### src/design/bpc_pkg.sv
// Shared widths, constants and register codes for the brush pixel compositor.
`default_nettype none
package bpc_pkg;

  // Coordinate format and canvas extent
  localparam int COORD_FRAC_BITS = 4;
  localparam int CANVAS_SIZE     = 4096;
  localparam int UP              = 16 - COORD_FRAC_BITS;
  localparam int HALF_LSB        = 1 << (COORD_FRAC_BITS - 1);

  // Field widths
  localparam int XY_W     = 12;
  localparam int CENTER_W = 18;
  localparam int PRESS_W  = 13;
  localparam int RAD_W    = 12;
  localparam int PIX_W    = 32;
  localparam int CFG_W    = 32;
  localparam int IDX_W    = 2;

  // Distance datapath
  localparam int PC_W    = XY_W + COORD_FRAC_BITS;
  localparam int DIFF_W  = ((PC_W > CENTER_W) ? PC_W : CENTER_W) + 1;
  localparam int ABS_W   = DIFF_W - 1;
  localparam int SQ_W    = 2 * ABS_W;
  localparam int SUM_W   = SQ_W + 1;
  localparam int PROD_W  = RAD_W + PRESS_W;
  localparam int RADQ_W  = PROD_W + UP - 12;
  localparam int ROOT_W  = RADQ_W;
  localparam int ARG_W   = 2 * ROOT_W;
  localparam int FAR_BIT = ARG_W - 2 * UP;

  // Coverage and compositing
  localparam int COV_W       = 17;
  localparam int Q16_ONE     = 65536;
  localparam int Q16_HALF    = 32768;
  localparam int PRESS_ONE   = 4096;
  localparam int PRESS_FLOOR = 205;
  localparam int KSCALE      = 255 * 65536;
  localparam int SA_W        = 25;
  localparam int NUMV_W      = 41;
  localparam int N_W         = 33;
  localparam int NUM_W       = 42;
  localparam int DEN_W       = 34;
  localparam int QUO_W       = 8;

  // Output alpha: floor(y / 255) = (y * ALPHA_RECIP) >> ALPHA_SHIFT for 16-bit y
  localparam int ALPHA_RECIP = 32897;
  localparam int ALPHA_SHIFT = 23;

  // Configuration register indexes
  typedef enum logic [IDX_W-1:0] {
    REG_BRUSH_RADIUS   = 2'd0,
    REG_PRESSURE_SCALE = 2'd1,
    REG_BRUSH_COLOR    = 2'd2,
    REG_ERASE_MODE     = 2'd3
  } reg_index_t;

endpackage
`default_nettype wire

### src/design/bpc_sqrt.sv
// Pipelined integer square root, one root bit resolved per stage.
`default_nettype none
module bpc_sqrt (
  input  logic                         clk,
  input  logic                         en,
  input  logic [bpc_pkg::ARG_W-1:0]    arg,
  output logic [bpc_pkg::ROOT_W-1:0]   root
);
  localparam int ARG_W  = bpc_pkg::ARG_W;
  localparam int ROOT_W = bpc_pkg::ROOT_W;

  logic [ARG_W-1:0]  rem_r  [0:ROOT_W-2];
  logic [ROOT_W-1:0] root_r [0:ROOT_W-1];

  for (genvar s = 0; s < ROOT_W; s++) begin : g_step
    localparam int K = ROOT_W - 1 - s;
    logic [ARG_W-1:0]  rem_in;
    logic [ROOT_W-1:0] root_in;
    logic [ARG_W:0]    term;
    logic              take;

    // Pick up the previous stage, or the operand at the head
    if (s == 0) begin : g_head
      assign rem_in  = arg;
      assign root_in = '0;
    end else begin : g_body
      assign rem_in  = rem_r[s-1];
      assign root_in = root_r[s-1];
    end

    // Trial subtract of (2*root + 2^K) * 2^K
    assign term = ({{(ARG_W + 1 - ROOT_W){1'b0}}, root_in} << (K + 1)) |
                  ((ARG_W + 1)'(1) << (2 * K));
    assign take = {1'b0, rem_in} >= term;

    always_ff @(posedge clk) begin
      if (en) begin
        root_r[s] <= take ? (root_in | (ROOT_W'(1) << K)) : root_in;
      end
    end

    if (s < ROOT_W - 1) begin : g_rem
      always_ff @(posedge clk) begin
        if (en) begin
          rem_r[s] <= take ? (rem_in - term[ARG_W-1:0]) : rem_in;
        end
      end
    end
  end

  assign root = root_r[ROOT_W-1];

endmodule
`default_nettype wire

### config.mk
export PLATFORM = sky130hd
export DESIGN_NAME = bpc_sqrt
export DESIGN_NICKNAME = d
export VERILOG_FILES = /design/src/design/bpc_pkg.sv /design/src/design/bpc_sqrt.sv
export SDC_FILE = /design/constraint.sdc
export NUM_CORES = 2
export LEC_CHECK = 0
export BUFFER_PORTS_ARGS = -buffer_cell sky130_fd_sc_hd__buf_2
export CAP_MARGIN = 5
export CORE_MARGIN = 3
export CORE_UTILIZATION = 30
export DETAILED_ROUTE_END_ITERATION = 6
export PLACE_DENSITY = 0.54
export REMOVE_ABC_BUFFERS = 1
export SYNTH_ARGS = -nofsm -noshare
export SYNTH_HDL_FRONTEND = slang
export SYNTH_SLANG_ARGS = --single-unit
export TNS_END_PERCENT = 30
### constraint.sdc
create_clock -name clk -period 8.96 [get_ports clk]
set_clock_uncertainty 0.05 [all_clocks]
set_input_delay 0.896 -clock clk [delete_from_list [all_inputs] [get_ports clk]]
set_output_delay 0.896 -clock clk [all_outputs]
set_load 0.02 [all_outputs]
# After elaboration in Yosys (flattened, before gate mapping)
# Memories as Yosys holds them, arrays and structs flattened.
# Index checks and enable logic that the tools add are counted.
dict set report totals {
  reg_bits 0
  latch_bits 0
  ramBits 1825
  mem_bits_ro 0
  input_bits 52
  out_inout_bits 25
  word_cells 102
  mem_count 2
}
dict set report classes {
  add_sub_neg 24
  mul 0
  n_div 0
  n_lt_le_gt_ge 25
  eq_ne 0
  n_shift 0
  muxes 51
  n_bitwise 0
  n_reduce_logical 0
}
# memory depth word_bits rd rd_clocked_by_memory_dff write_ports line_no
set memory_table {}
lappend memory_table {rem_r 24 50 24 0 24 bpc_sqrt.sv:12} ;# logic [ARG_W-1:0] rem_r [0:ROOT_W-2];
lappend memory_table {root_r 25 25 25 0 25 bpc_sqrt.sv:13} ;# logic [ROOT_W-1:0] root_r [0:ROOT_W-1];
# operator count
set op_table {}
lappend op_table {{50-bit two-way mux} 24}
lappend op_table {{50-bit by 26-bit >= comparator with 1-bit output} 1}
lappend op_table {{50-bit by 27-bit >= comparator with 1-bit output} 1}
lappend op_table {{50-bit by 28-bit >= comparator with 1-bit output} 1}
lappend op_table {{50-bit by 29-bit >= comparator with 1-bit output} 1}
lappend op_table {{50-bit by 30-bit >= comparator with 1-bit output} 1}
lappend op_table {{50-bit by 31-bit >= comparator with 1-bit output} 1}
lappend op_table {{50-bit by 32-bit >= comparator with 1-bit output} 1}
lappend op_table {{50-bit by 33-bit >= comparator with 1-bit output} 1}
lappend op_table {{50-bit by 34-bit >= comparator with 1-bit output} 1}
lappend op_table {{50-bit by 35-bit >= comparator with 1-bit output} 1}
lappend op_table {{50-bit by 36-bit >= comparator with 1-bit output} 1}
lappend op_table {{50-bit by 37-bit >= comparator with 1-bit output} 1}
lappend op_table {{50-bit by 38-bit >= comparator with 1-bit output} 1}
lappend op_table {{50-bit by 39-bit >= comparator with 1-bit output} 1}
lappend op_table {{50-bit by 40-bit >= comparator with 1-bit output} 1}
lappend op_table {{50-bit by 41-bit >= comparator with 1-bit output} 1}
lappend op_table {{50-bit by 42-bit >= comparator with 1-bit output} 1}
lappend op_table {{50-bit by 43-bit >= comparator with 1-bit output} 1}
lappend op_table {{50-bit by 44-bit >= comparator with 1-bit output} 1}
lappend op_table {{50-bit by 45-bit >= comparator with 1-bit output} 1}
lappend op_table {{50-bit by 46-bit >= comparator with 1-bit output} 1}
lappend op_table {{50-bit by 47-bit >= comparator with 1-bit output} 1}
lappend op_table {{50-bit by 48-bit >= comparator with 1-bit output} 1}
lappend op_table {{other kinds (51)} 53}

# Depth between registers and ports, before layout
# An unclocked memory read counts as a cell.
dict set report depth {
  word_depth 3
  mapped_depth 14
  ltp_nobuf 12
}

# Worst setup path after synthesis
# No wires, ideal clock.
dict set report synth_path {
  kind {flip-flop to flip-flop}
  start {mem rem_r[4][177] in the netlist's numbering}
  end {mem rem_r[5][35] in the netlist's numbering (data pin)}
  setup_ns 0.263
  t_arrival_ns 3.151
  required_time_ns 8.647
  setup_slack_ns 5.497
  path_stages_with_launch 12
  n_path_buf 2
  period_less_slack_ns 3.463
  cell_sequence {edfxtp_1 > ha_1 > clkbuf_1 > nand4_1 > or4b_2 > or4_1 > and4_1 > o311ai_1 > clkbuf_1 > nand2_1 > o31ai_1 > nand2_1}
}
# item line_no
set synth_rtl {}
lappend synth_rtl {{start: declaration} bpc_sqrt.sv:12}

==> out/metrics.csv <==
stage,metric,value,unit
grt,GR Layer Usage met1,12.1,%
sta,max_slew headroom,21.3,%
floorplanning,Die Area,0.247,mm^2
synth,post-synthesis cell type count,79,
sta,Fmax,201,MHz
synth,post-synth top area share,63.4,%
worst_setup_path,CP endpoint,rem_r[4][135],
route,Initial DRT Pass Iterations,6,
synth,cell count after synthesis,5637,
cts,post-cts sizing count,0,
synth,Yosys top cell by area,edfxtp_1,
worst_setup_path,Crit. End Element,register,
route,drt drc,0,
synth,Synth top cells by count,"edfxtp_1 (1,525), inv_1 (428), nor2_1 (367)",
cts,CTS tree,done,
power_and_ir_drop,Power Density,244,mW/mm^2
place,dpl hpwl,117000,um
grt,largest net degree at the start of global routing,187,
worst_setup_path,CP Data Arrival Time,5.45,ns
worst_setup_path,CP Max Fanout,24,
floorplanning,Die Y-Extent,497,um
cts,Worst-path clk slew,0.06,ns
floorplanning,initial core utilization,30.3,%
grt,initial antenna violation count,2,
sta,# setup viols final,0,
sta,Worst-Margin Slew,1.18,ns
sta,unrepaired setup endpoints after global routing,no,
synth,"count leader, synth",edfxtp_1,
worst_setup_path,worst r2r path cells,11,
cts,Skew-Pair Late Insertion Delay,0.82,ns
worst_setup_path,Critical R2R Launch,rem_r[4][69],
power_and_ir_drop,leakage power,30.3,nW
sta,Final Critical Period,4.96,ns
grt,total grt overflow,0,
power_and_ir_drop,worst vdd ir,0.221,mV
synth,top post-synthesis cells by area,"edfxtp_1 (63%), ha_1 (6.0%), xnor2_1 (3.2%)",
cts,CTS Root Buffer Type,clkbuf_16,
worst_setup_path,CP startpoint kind,register,
synth,Yosys warnings,0,
place,placer congestion estimate,0.908,
cts,Inserted Clock Buffers,162,
cts,Clock Sinks,1525,
flow_run,max-cap viol count,0,
cts,post-CTS setup repair buffer count,0,
grt,number of global-route vias before repair,45300,
outcome,outcome,"complete, no violations",
grt,Top Usage Layer GRT,met2,
sta,final hold vios,0,
synth,Seq cells post-synth,1525,
floorplanning,I/O Pins,77,
route,Vias,43400,
floorplanning,die width,497,um
grt,global-route wire length before repair,247000,um
cells_and_area,ratio of cells with drive above 1 in the final layout,7.65,%
cells_and_area,Layout Utilization,34.3,%
worst_setup_path,R2R Setup Slk,4.00,ns
cts,# hold bufs at CTS,0,
sta,setup TNS,0,ns
cells_and_area,Layout area overhead,13.5,%
route,final WL,158000,um
worst_setup_path,Worst Path Required,9.44,ns
sta,Final Max Slew Viols,0,
cts,number of H-tree levels,4,
worst_setup_path,Crit Path Category,register to register,
place,PortBufs,76,
synth,fraction of registers with async set/reset,0,%
cts,clock tree buffer depth,3,
floorplanning,row count,179,
route,initial drt markers,2800,
synth,syn_area_per_cell,12.8,um^2
route,Routed Antenna Nets,0,
cells_and_area,Nets,6205,
grt,met2 usage,25.6,%
grt,GRT Total Usage,12.6,%
route,ratio of routed vias to standard cells,4.77,
synth,register area share after synthesis,63.4,%
worst_setup_path,Setup crit start,rem_r[4][69],
sta,Tcrit/Tclk final,55.4,%
min_path,Min-Delay Path Class,input pin to register,
worst_setup_path,RR Endpoint,rem_r[4][135],
synth,"EDFF count, synth",1525,
floorplanning,core area,0.239,mm^2
synth,top_reg_cell synth,edfxtp_1,
grt,GR Util met3,2.11,%
synth,"Cell Area, Synth",0.0722,mm^2
route,WL/cell,17.3,um
logic make-up (layout without fill, tap and decap cells):
group	count (synthesis)	in the layout	share of synthesized area (%)
adders and majority gates	346	346	5.99
AOI/OAI and AO/OA	1032	1032	8.88
other	0	2	0
and+or+nand+nor	1615	1615	11.6
muxes	72	72	1.10
buffers and inverters	532	828	2.77
xor gates and xnor gates	515	515	6.24
DFF	1525	1525	63.4
cells in the final DEF (no fill, tap or decap), types with 22 or more instances in the layout:
cell type  instances
a211oi_1          23
a21o_1           131
a21oi_1          328
a31oi_1           28
and2_1            25
buf_2             76
buf_4             27
clkbuf_1          32
clkbuf_16        162
clkinv_1          30
clkinv_2          24
edfxtp_1        1525
ha_1             346
inv_1            428
mux2_2            60
nand2_1          334
nand2b_1          66
nand3_1           89
nand4_1           88
nor2_1           367
nor2b_1           46
nor3_1           168
nor4_1           189
nor4b_1           23
o211ai_1          22
o21a_1            72
o21ai_0          252
o21bai_1          22
o31ai_1           33
or3_1             57
or4_1             41
xnor2_1          268
xor2_1           247
how the worst min path moves through the flow:
| stage | start | end | slack (ns) | depth (start not counted) |
|---|---|---|---|---|
| floorplan | rem_r[2][69] | rem_r[2][119] | 0.37 | 0 |
| global placement | rem_r[2][50] | rem_r[2][100] | 0.38 | 0 |
| detailed placement | root_r[4][21] | root_r[5][21] | 0.38 | 0 |
| CTS | arg[0] | rem_r[0][0] | 0.1 | 1 |
| global route | arg[3] | rem_r[0][3] | 0.10 | 1 |
| finish | arg[3] | rem_r[0][3] | 0.19 | 1 |
metal layers:
layer	vias to the layer above	wire length, um
li1	21400	-
met1	20900	56500
met2	751	88800
met3	349	4810
met4	0	7720
met5	-	0
metrics by stage:
| step | total power, mW | cell area, um^2 | setup slack [ns] | cells | hold WS, ns |
|---|---|---|---|---|---|
| after floorplan | 12.2 | 71800 | 3.01 | 5533 | 0.367 |
| after global placement | 13.4 | 76600 | 4.01 | 8809 | 0.378 |
| after detailed placement | 13.5 | 76600 | 4.06 | 8810 | 0.383 |
| after CTS | 20.3 | 82000 | 4.07 | 9100 | 0.0988 |
| after global routing | 21.1 | 82000 | 3.55 | 9101 | 0.104 |
| final | 20.0 | 82000 | 4.00 | 9102 | 0.191 |
sequential cells by signal, summed over array words and instances (netlist names):
register,cells
rem_r,1200
root_r,325
power breakdown:
group / internal [mW] / switching, mW / leakage [nW]
combinational: 1.53 / 2.18 / 13.1
clock: 3.81 / 2.88 / 2.57
sequential: 9.00 / 0.630 / 14.6
worst max-delay path, cell delays in order, from the launching register on:
cell	delay, ns
edfxtp_1	0.40
ha_1	0.39
a21oi_1	0.19
nor2_1	0.06
o41ai_1	0.54
a2111oi_0	0.33
o31ai_1	0.46
nor4b_4	0.96
inv_1	0.69
nand3_1	0.40
nor3_1	0.10
xor2_1	0.15
layout make-up:
class	count	area, um^2
Clock buffer	194	4170
Sequential cell	1525	45800
Antenna cell	2	5.00
Tap cell	3167	3960
Inverter	428	1610
Fill cell	23200	157000
Timing Repair Buffer	110	723
Multi-Input combinational cell	3580	24500
Clock inverter	96	1220
Note: power is estimated with default switching activity, not from simulation.
