$ cat src/design/bpc_pkg.sv
// Shared widths, constants and register codes for the brush pixel compositor.
`default_nettype none
package bpc_pkg;

  // Coordinate format and canvas extent
  localparam int COORD_FRAC_BITS = 4;
  localparam int CANVAS_SIZE     = 4096;
  localparam int UP              = 16 - COORD_FRAC_BITS;
  localparam int HALF_LSB        = 1 << (COORD_FRAC_BITS - 1);

  // Field widths
  localparam int XY_W     = 12;
  localparam int CENTER_W = 18;
  localparam int PRESS_W  = 13;
  localparam int RAD_W    = 12;
  localparam int PIX_W    = 32;
  localparam int CFG_W    = 32;
  localparam int IDX_W    = 2;

  // Distance datapath
  localparam int PC_W    = XY_W + COORD_FRAC_BITS;
  localparam int DIFF_W  = ((PC_W > CENTER_W) ? PC_W : CENTER_W) + 1;
  localparam int ABS_W   = DIFF_W - 1;
  localparam int SQ_W    = 2 * ABS_W;
  localparam int SUM_W   = SQ_W + 1;
  localparam int PROD_W  = RAD_W + PRESS_W;
  localparam int RADQ_W  = PROD_W + UP - 12;
  localparam int ROOT_W  = RADQ_W;
  localparam int ARG_W   = 2 * ROOT_W;
  localparam int FAR_BIT = ARG_W - 2 * UP;

  // Coverage and compositing
  localparam int COV_W       = 17;
  localparam int Q16_ONE     = 65536;
  localparam int Q16_HALF    = 32768;
  localparam int PRESS_ONE   = 4096;
  localparam int PRESS_FLOOR = 205;
  localparam int KSCALE      = 255 * 65536;
  localparam int SA_W        = 25;
  localparam int NUMV_W      = 41;
  localparam int N_W         = 33;
  localparam int NUM_W       = 42;
  localparam int DEN_W       = 34;
  localparam int QUO_W       = 8;

  // Output alpha: floor(y / 255) = (y * ALPHA_RECIP) >> ALPHA_SHIFT for 16-bit y
  localparam int ALPHA_RECIP = 32897;
  localparam int ALPHA_SHIFT = 23;

  // Configuration register indexes
  typedef enum logic [IDX_W-1:0] {
    REG_BRUSH_RADIUS   = 2'd0,
    REG_PRESSURE_SCALE = 2'd1,
    REG_BRUSH_COLOR    = 2'd2,
    REG_ERASE_MODE     = 2'd3
  } reg_index_t;

endpackage
`default_nettype wire

$ cat src/design/bpc_div.sv
// Pipelined restoring divider, one quotient bit resolved per stage.
`default_nettype none
module bpc_div (
  input  logic                        clk,
  input  logic                        en,
  input  logic [bpc_pkg::NUM_W-1:0]   dividend,
  input  logic [bpc_pkg::DEN_W-1:0]   divisor,
  output logic [bpc_pkg::QUO_W-1:0]   quotient
);
  localparam int NUM_W = bpc_pkg::NUM_W;
  localparam int DEN_W = bpc_pkg::DEN_W;
  localparam int QUO_W = bpc_pkg::QUO_W;

  logic [NUM_W-1:0] rem_r [0:QUO_W-2];
  logic [DEN_W-1:0] den_r [0:QUO_W-2];
  logic [QUO_W-1:0] quo_r [0:QUO_W-1];

  for (genvar s = 0; s < QUO_W; s++) begin : g_step
    localparam int K = QUO_W - 1 - s;
    logic [NUM_W-1:0] rem_in;
    logic [DEN_W-1:0] den_in;
    logic [QUO_W-1:0] quo_in;
    logic [NUM_W-1:0] term;
    logic             take;

    if (s == 0) begin : g_head
      assign rem_in = dividend;
      assign den_in = divisor;
      assign quo_in = '0;
    end else begin : g_body
      assign rem_in = rem_r[s-1];
      assign den_in = den_r[s-1];
      assign quo_in = quo_r[s-1];
    end

    // Compare against the divisor aligned to this quotient bit
    assign term = NUM_W'(den_in) << K;
    assign take = rem_in >= term;

    always_ff @(posedge clk) begin
      if (en) begin
        quo_r[s] <= take ? (quo_in | (QUO_W'(1) << K)) : quo_in;
      end
    end

    if (s < QUO_W - 1) begin : g_rem
      always_ff @(posedge clk) begin
        if (en) begin
          rem_r[s] <= take ? (rem_in - term) : rem_in;
          den_r[s] <= den_in;
        end
      end
    end
  end

  assign quotient = quo_r[QUO_W-1];

endmodule
`default_nettype wire

$ cat config.mk
export PLATFORM = sky130hd
export DESIGN_NAME = bpc_div
export DESIGN_NICKNAME = d
export VERILOG_FILES = /design/src/design/bpc_pkg.sv /design/src/design/bpc_div.sv
export SDC_FILE = /design/constraint.sdc
export NUM_CORES = 1
export LEC_CHECK = 0
export ABC_AREA = 1
export BUFFER_PORTS_ARGS = -buffer_cell sky130_fd_sc_hd__clkbuf_2
export CORE_AREA = 4 4 318 320
export CTS_BUF_LIST = sky130_fd_sc_hd__clkbuf_8
export CTS_CLUSTER_DIAMETER = 200
export CTS_CLUSTER_SIZE = 14
export DETAILED_ROUTE_END_ITERATION = 16
export DIE_AREA = 0 0 322 324
export PLACE_DENSITY = 0.57
export SYNTH_ARGS = -nofsm -noshare
export SYNTH_HDL_FRONTEND = slang
export SYNTH_SLANG_ARGS = --single-unit
$ cat constraint.sdc
create_clock -name clk -period 2.8 [get_ports clk]
set_input_delay 0.14 -clock clk [delete_from_list [all_inputs] [get_ports clk]]
set_output_delay 0.14 -clock clk [all_outputs]
set_load 0.01 [all_outputs]
# --- Word-level counts from Yosys, hierarchy flattened ---
# Memories as Yosys holds them, arrays and structs flattened.
# Cells that the tools add are included.
totals:
  out_inout_bits: 8
  elab_cells: 35
  register_bits: 0
  mem_count: 3
  in_bits: 78
  ram_bits: 596
mem_list:
  columns: ["memory", "depth", "word_bits", "rd", "rd_ports_with_merged_regs", "wr", "line_no", "source"]
  rows:
  - ["rem_r", 7, 42, 7, 0, 7, "bpc_div.sv:14", "logic [NUM_W-1:0] rem_r [0:QUO_W-2];"]
  - ["den_r", 7, 34, 7, 0, 7, "bpc_div.sv:15", "logic [DEN_W-1:0] den_r [0:QUO_W-2];"]
  - ["quo_r", 8, 8, 8, 0, 8, "bpc_div.sv:16", "logic [QUO_W-1:0] quo_r [0:QUO_W-1];"]
classes:
  mux: 17
  n_addsub: 7
  order_cmp: 8
op_table:
  columns: ["operator", "n"]
  rows:
  - ["$mux 42", 7]
  - ["$ge 42x34->1", 1]
  - ["$ge 42x35->1", 1]
  - ["$ge 42x36->1", 1]
  - ["$ge 42x37->1", 1]
  - ["$ge 42x38->1", 1]
  - ["$ge 42x39->1", 1]
  - ["$ge 42x40->1", 1]
  - ["$ge 42x41->1", 1]
  - ["$sub 42x35->42", 1]
  - ["$sub 42x36->42", 1]
  - ["$sub 42x37->42", 1]
  - ["$sub 42x38->42", 1]
  - ["$sub 42x39->42", 1]
  - ["$sub 42x40->42", 1]
  - ["$sub 42x41->42", 1]
  - ["$mux 8", 1]
  - ["$mux 7", 1]
  - ["$mux 6", 1]
  - ["$mux 5", 1]
  - ["$mux 4", 1]
  - ["$mux 1", 3]
  - ["$mux 3", 1]
  - ["$mux 2", 1]

# --- Longest topological paths before layout ---
# Gate-level depths: netlist (run 1).
# An unclocked memory read counts as a cell.
depth:
  depth_word: 3
  mapped_depth: 17
  mapped_depth_nobuf: 16

# --- Worst setup path after synthesis (run 1) ---
# No wires, ideal clock.
synth_path:
  path_kind: "reg2reg"
  start: "memory rem_r[4][2]"
  end: "memory rem_r[5][36] (data pin)"
  slack_ns: 0.629
  period_less_slack_ns: 2.171
  stages_incl_launch_ff: 16
  arrival_time_ns: 1.913
  n_path_buf: 1
  setup_time_ns: 0.259
  required_ns: 2.541
  path_cell_list: "edfxtp_1 -> inv_1 -> ha_1 -> inv_1 -> fa_1 -> nand2_1 -> nand3_1 -> nand3_1 -> nand2_2 -> nand2_1 -> nand3_2 -> nand3_2 -> nand2_4 -> inv_2 -> buf_2 -> a21oi_1"
synth_rtl:
  columns: ["item", "line_no"]
  rows:
  - ["start, declared", "bpc_div.sv:14"]

==> flow_metrics.tcl, run 1 <==
set metrics [dict create \
    core_area_um2 98130 \
    synth-simple-area-share 0.3317 \
    synth_fa_ha_area_frac 0.08427 \
    syn_avg_cell_area_um2 7.116 \
    yosys_most_used_dff "edfxtp_1" \
    nets 6691 \
    utilization 0.4844 \
    required_ns 3.28 \
    p_leak_nw 24.49 \
    yosys-mux-area-fraction 0 \
    overflow 0 \
    start_kind "flop" \
    die_w_um 322 \
    setup_viol 0 \
    syn_to_final_growth_pct 13.06 \
    synth_top_family_by_area "simple AND/OR/NAND/NOR gates" \
    dp_hpwl_um 128700 \
    synth-compound-area-share 0.04097 \
    grtUsageTotal 0.2894 \
    numCtsBuffers 46 \
    holdCritPathClass "primary input to flop" \
    clock_skew_ns 0.05979 \
    post-route-cell-area_um2 47540 \
    yosys.cell_types.count 39 \
    fmax_mhz 367.9 \
    setup_ws_ns 0.08175 \
    worstPathMaxFanout 19 \
    io_buffers 85 \
    drt_iter0_markers 2038 \
    die_h_um 324 \
    power_density_nw_per_um2 826.9 \
    synth_xor_xnor_area_share 0.02625 \
    rr_startpoint "den_r[0][19]" \
    cts_buffer_depth 3 \
    routabilityCongestion 0.9972 \
    wl_per_cell_um 19.85 \
    synth_cells 5909 \
    fin_tns_setup_ns 0 \
    drv_slew 0 \
    post_dp_cell_area_um2 45970 \
    tightest_slew_ns 0.6352 \
    worstSetupEndpointType "flop" \
    timing.hold.ws_ns 0.1426 \
    slowest_stage "edfxtp_1" \
    cpPeakStageDelay_ns 0.43 \
    crit_buf_inv 3 \
    reg2reg_to "rem_r[1][6]" \
    synth_area_um2 42050 \
    grt_max_degree 74 \
    first_pass_iters 5 \
    post-route-min-period_ns 2.718 \
    floorplan.initialDensity 0.4285 \
    clk_latency_ns 0.76 \
    holdPathEnd "den_r[0][21]" \
    root_buffer "clkbuf_8" \
    synth_commonest_cells "nand2_1, inv_1, edfxtp_1" \
    status "finished, final reports clean" \
    yosysWarnings 0 \
    pre_cts_ws_ns -0.2829 \
    hold_violations 0 \
    fin_crit_sh 0.9708 \
    layout-drive-gt1-share 0.07576 \
    detail_route.wirelength_um 151300 \
    yosysMostFrequentCell "nand2_1" \
    ir_worst_vdd_v 0.0004287 \
    path_clk_slew_ns 0.10 \
    yosysTopAreaCell "edfxtp_1" \
    avgViaCountPerCell 4.914 \
    ant_nets 0 \
    drv_cap 0 \
    die_area_um2 104300 \
    crit_type "flop to flop" \
    vias 37460 \
    cts_tree "done" \
    netlist.area_leader.share 0.4056 \
    crit_chain "inv_1 -> ha_1 -> buf_4 -> a21oi_1 -> nand2_1 -> a21oi_1 -> nand3_1 -> nand3_1 -> nand2_4 -> buf_4 -> nand2_1 -> o21ai_0" \
    synth-seq-cells 568 \
    ioPinCount 86 \
    total_power_mw 39.31 \
    synth-edff-count 568 \
    grt_pass1_wl_um 223000 \
    synth_area_leaders "edfxtp_1, nand2_1, inv_1, ha_1, nor2_1" \
    num_rows 115 \
    arrival_ns 3.19 \
    fin_cells 7624 \
    cts.sinks 568 \
    antenna_found_initial 1 \
    r2r_cells 12 \
    slew_headroom 0.5765 \
    drc 0 \
    cts_max_level 2 \
    grt_pass1_vias 38730 \
    rrSetupSlack_ns 0.08 \
    cp_top_family "simple AND/OR/NAND/NOR gates" \
    hp-start "divisor[21]" \
    whs_path_depth 2 \
    ys_async_sr_fraction 0 \
    ys_seq_area_frac 0.4056 \
    place_inst 7492 \
    syn_nets 6266 \
]
worst register-to-register path, delay by kind of cell, from the launching register on:
family	cells	cell delay (ns)
adders and majority gates	1	0.24
buffers and inverters	3	0.44
DFF	1	0.43
AOI/OAI and AO/OA	3	0.57
and+or+nand+nor	5	0.79
cell usage in the layout, fill, tap and decap left out, types with 77 or more instances in the layout:
| master | n |
|---|---|
| a21oi_1 | 208 |
| nand2_1 | 2379 |
| dlygate4sd3_1 | 77 |
| edfxtp_1 | 568 |
| xor2_1 | 110 |
| ha_1 | 269 |
| buf_4 | 234 |
| clkbuf_2 | 84 |
| nor2_1 | 482 |
| nand3_1 | 305 |
| inv_1 | 1135 |
report_power, final:
part           internal [mW]  total, mW  switching (mW)
clock                   1.50       4.40            2.90
combinational           7.52       21.6            14.0
sequential              12.0       13.3            1.30
sequential cells by signal, summed over array words and instances (netlist names):
signal,flops
den_r,238
quo_r,36
rem_r,294
logic make-up (layout without fill, tap and decap cells):
| kind of cell | Yosys count | count (layout) |
|---|---|---|
| adders and majority gates | 279 | 279 |
| buffers and inverters | 1190 | 1617 |
| xor gates and xnor gates | 126 | 126 |
| other | 0 | 1 |
| and+or+nand+nor | 3427 | 3427 |
| DFF | 568 | 568 |
| AOI/OAI and AO/OA | 319 | 319 |
timing repair:
item,4_1_cts,5_1_grt
pin swaps,0,3
gates cloned,0,0
setup endpoints to repair,58,119
endpoints found under the hold margin,112,0
hold buffers,77,0
gates resized for setup,10,16
buffers inserted,0,4
worst max-delay path by stage:
stage                       from            to  depth (start not counted)
finish              den_r[0][19]   rem_r[1][6]                         12
global route         rem_r[4][2]  rem_r[5][27]                         15
CTS                  rem_r[4][2]  rem_r[5][27]                         15
detailed placement   den_r[5][0]  rem_r[6][29]                         14
global placement     den_r[5][0]  rem_r[6][29]                         14
floorplan            rem_r[4][2]  rem_r[5][36]                         15
cell type report:
type	count	area, µm²
Timing Repair Buffer	425	3517
Antenna cell	1	2.502
Clock inverter	4	43.79
Sequential cell	568	17060
Tap cell	1287	1610
Fill cell	10090	50590
Clock buffer	46	633.1
Inverter	1142	4287
Multi-Input combinational cell	4151	20390
per-layer routing:
| layer | up-vias | global-route usage | wire length, µm |
|---|---|---|---|
| met4 | 0 | 0.2591 | 16530 |
| met3 | 462 | 0.02471 | 3547 |
| met5 | - | 0 | 0 |
| met1 | 16860 | 0.2610 | 50920 |
| met2 | 851 | 0.5714 | 80310 |
| li1 | 19290 | - | - |
(Power assumes the default switching activity.)
==> run 2: changes to the inputs <==
ABC_AREA = not set   (was 1)
CORE_AREA = 4 4 288 290   (was 4 4 318 320)
CTS_BUF_LIST = sky130_fd_sc_hd__clkbuf_2 sky130_fd_sc_hd__clkbuf_4 sky130_fd_sc_hd__clkbuf_8   (was sky130_fd_sc_hd__clkbuf_8)
DIE_AREA = 0 0 292 294   (was 0 0 322 324)
HOLD_SLACK_MARGIN = 0.05   (was not set)
==> run 2 against run 1 <==
  * The flow now finishes with violations (setup timing)
  * Hold slack got worse by 0.033 ns
  * Sequential share of layout area down 2.4 points
  * Clock-buffer cell count unchanged
  * Sequential cell count did not move
  * Area after synthesis is 19% lower
  * Maximum frequency shrank 21%
  * Register-to-register slack worse by 0.70 ns
  * Worst setup slack worse by 0.70 ns
  * Power increased by 13%
  * First-iteration DRC count is 43% lower
  * Synthesized cell count is 44% lower
  * Combinational power rose by 23%
==> flow_metrics.tcl, run 2 <==
set metrics [dict create \
    layout_common_cells "buf_4, edfxtp_1, inv_1" \
    root_buffer "clkbuf_8" \
    grt_pass1_vias 30150 \
    ys_async_sr_fraction 0 \
    worstSetupEndpointType "flop" \
    overflow 0 \
    grt-busiest-layer "met2" \
    nets 4992 \
    ant_nets 0 \
    status "complete, but fails checks" \
    yosysWarnings 0 \
    fin_cells 5696 \
    cts_buffer_depth 3 \
    ioPinCount 86 \
    utilization 0.6344 \
    synth-edff-count 568 \
    drv_slew 0 \
    floorplan.initialDensity 0.4262 \
    netlist.area_leader.share 0.4985 \
    setup_viol 265 \
    arrival_ns 3.83 \
    grtUsageTotal 0.2203 \
    syn_avg_cell_area_um2 10.42 \
    drt_iter0_markers 1160 \
    slew_headroom 0.4779 \
    place_inst 5395 \
    routabilityCongestion 0.9260 \
    top_regs "rem_r x294, den_r x238, quo_r x36" \
    synth_cells 3285 \
    dp_hpwl_um 73920 \
    numCtsBuffers 46 \
    antenna_found_initial 1 \
    holdCritPathClass "primary input to flop" \
    synth_commonest_cells "edfxtp_1, inv_1, a21oi_1" \
    start_kind "flop" \
    wl_per_cell_um 17.45 \
    tightest_slew_ns 0.7635 \
    fin_crit_sh 1.222 \
    p_leak_nw 22.26 \
    fin_tns_setup_ns -92.03 \
    grt_use_met3 0.02151 \
    avgViaCountPerCell 5.130 \
    num-fill-cells 6368 \
    failed_checks "setup timing" \
    detail_route.wirelength_um 99380 \
    yosys_most_used_dff "edfxtp_1" \
    first_pass_iters 5 \
    layout-drive-gt1-share 0.4231 \
    vias 29220 \
    grt_use_met2 0.4116 \
    syn_to_final_growth_pct 48.87 \
    largest_reg_flops 294 \
    ir_worst_vdd_v 0.0003159 \
    rsz0062_at_grt "true" \
    clock_skew_ns 0.02855 \
    die_h_um 294 \
    cts.sinks 568 \
    setup_ws_ns -0.6228 \
    clk_latency_ns 0.66 \
    yosysMostFrequentCell "edfxtp_1" \
    grt_max_degree 88 \
    required_ns 3.21 \
    die_w_um 292 \
    synth_area_um2 34220 \
    grtUsageMet1 0.2471 \
    regArea_um2 17060 \
    crit_type "flop to flop" \
    multi_input_area_um2 19050 \
    power_density_nw_per_um2 873.2 \
    syn_nets 3642 \
    num_rows 104 \
    final_common_cell "buf_4" \
    fmax_mhz 292.2 \
    cts_tree "done" \
    synth_area_leaders "edfxtp_1, ha_1, a21oi_1, inv_1, o21ai_0" \
    yosys.cell_types.count 73 \
    die_area_um2 85850 \
    ys_seq_area_frac 0.4985 \
    drv_cap 0 \
    synth-seq-cells 568 \
    pre_cts_ws_ns -0.9443 \
    regMostFlops "rem_r" \
    grt_pass1_wl_um 153100 \
    timing.hold.ws_ns 0.1100 \
    drc 0 \
    worstPathMaxFanout 27 \
    post-route-min-period_ns 3.423 \
    core_area_um2 80290 \
    hold_violations 0 \
    path_clk_slew_ns 0.10 \
    cts_max_level 2 \
    io_buffers 85 \
    yosysTopAreaCell "edfxtp_1" \
]
[run 2: cell count changes in the layout (fill, tap and decap cells not counted), moves of 64 or more]
| cell | delta |
|---|---|
| a21o_1 | +129 |
| a21oi_2 | +64 |
| buf_4 | +864 |
| ha_1 | -66 |
| ha_4 | +64 |
| inv_1 | -802 |
| nand2_1 | -2205 |
| nand3_1 | -264 |
| nor2_1 | -318 |
| o21ai_2 | +95 |
| xnor2_1 | +107 |
[run 2: power breakdown]
part	internal [mW]	total (mW)	switching, mW
Sequential	12.3	13.8	1.43
Clock	1.48	4.10	2.61
Combinational	14.0	26.6	12.6
[run 2: path summary, 6_finish.rpt]
check,startpoint,endpoint,slack [ns],cells past startpoint
worst max-delay path,rem_r[4][2],rem_r[5][7],-0.62,15
worst min-delay path,dividend[7],rem_r[0][7],0.11,5
worst max register to register,rem_r[4][2],rem_r[5][7],-0.62,15
worst min register to register,quo_r[0][22],quo_r[0][30],0.41,0
[run 2: final cells by class]
| cell class | count | share of cell area |
|---|---|---|
| diodes | 1 | 0.00004913 |
| clock buffers | 46 | 0.01243 |
| clock inverters | 2 | 0.0003439 |
| inverters | 357 | 0.02705 |
| multi-input cells | 2280 | 0.3741 |
| flip-flops and latches | 568 | 0.3349 |
| well taps | 1060 | 0.02604 |
| repair buffers | 1382 | 0.2251 |
[run 2: layer usage]
metal / vias to the layer above / part of all wire
li1: 14630 / -
met1: 13800 / 0.39
met2: 562 / 0.52
met3: 233 / 0.025
met4: 0 / 0.062
met5: - / 0
[run 2: per-stage QoR]
stage	area, µm²	power, mW
4_1_cts	48550	42.03
2_1_floorplan	35170	25.68
3_3_place_gp	44450	35.13
6_report	50940	44.48
5_1_grt	50940	47.52
3_5_place_dp	44450	35.57
[run 2: what timing repair did]
| item | 4_1_cts | 5_1_grt |
|---|---|---|
| hold buffers | 76 | 4 |
| pin swaps | 145 | 185 |
| resized for setup | 405 | 491 |
| setup endpoints to repair | 238 | 269 |
| cloned | 20 | 9 |
| setup buffers | 103 | 78 |
| hold endpoints to repair | 122 | 3 |
[run 2: cells by family after synthesis]
group,after synthesis,share of synthesized area
AOI/OAI and AO/OA,936,0.1677
xor gates and xnor gates,230,0.05888
adders and majority gates,279,0.1036
buffers and inverters,438,0.04882
DFF,568,0.4985
muxes,39,0.01276
and+or+nand+nor,795,0.1097
[run 2: critical path: stages, from the launching register on]
cell and delay, ns:
edfxtp_1 0.39, inv_1 0.07, ha_2 0.18, inv_2 0.04, fa_2 0.35, a211oi_2 0.24, nor2_2 0.07, o311ai_2 0.29
buf_4 0.20, a31oi_4 0.11, o31a_1 0.27, o21ai_2 0.16, buf_4 0.15, nand3_4 0.09, buf_12 0.20, mux2_2 0.31
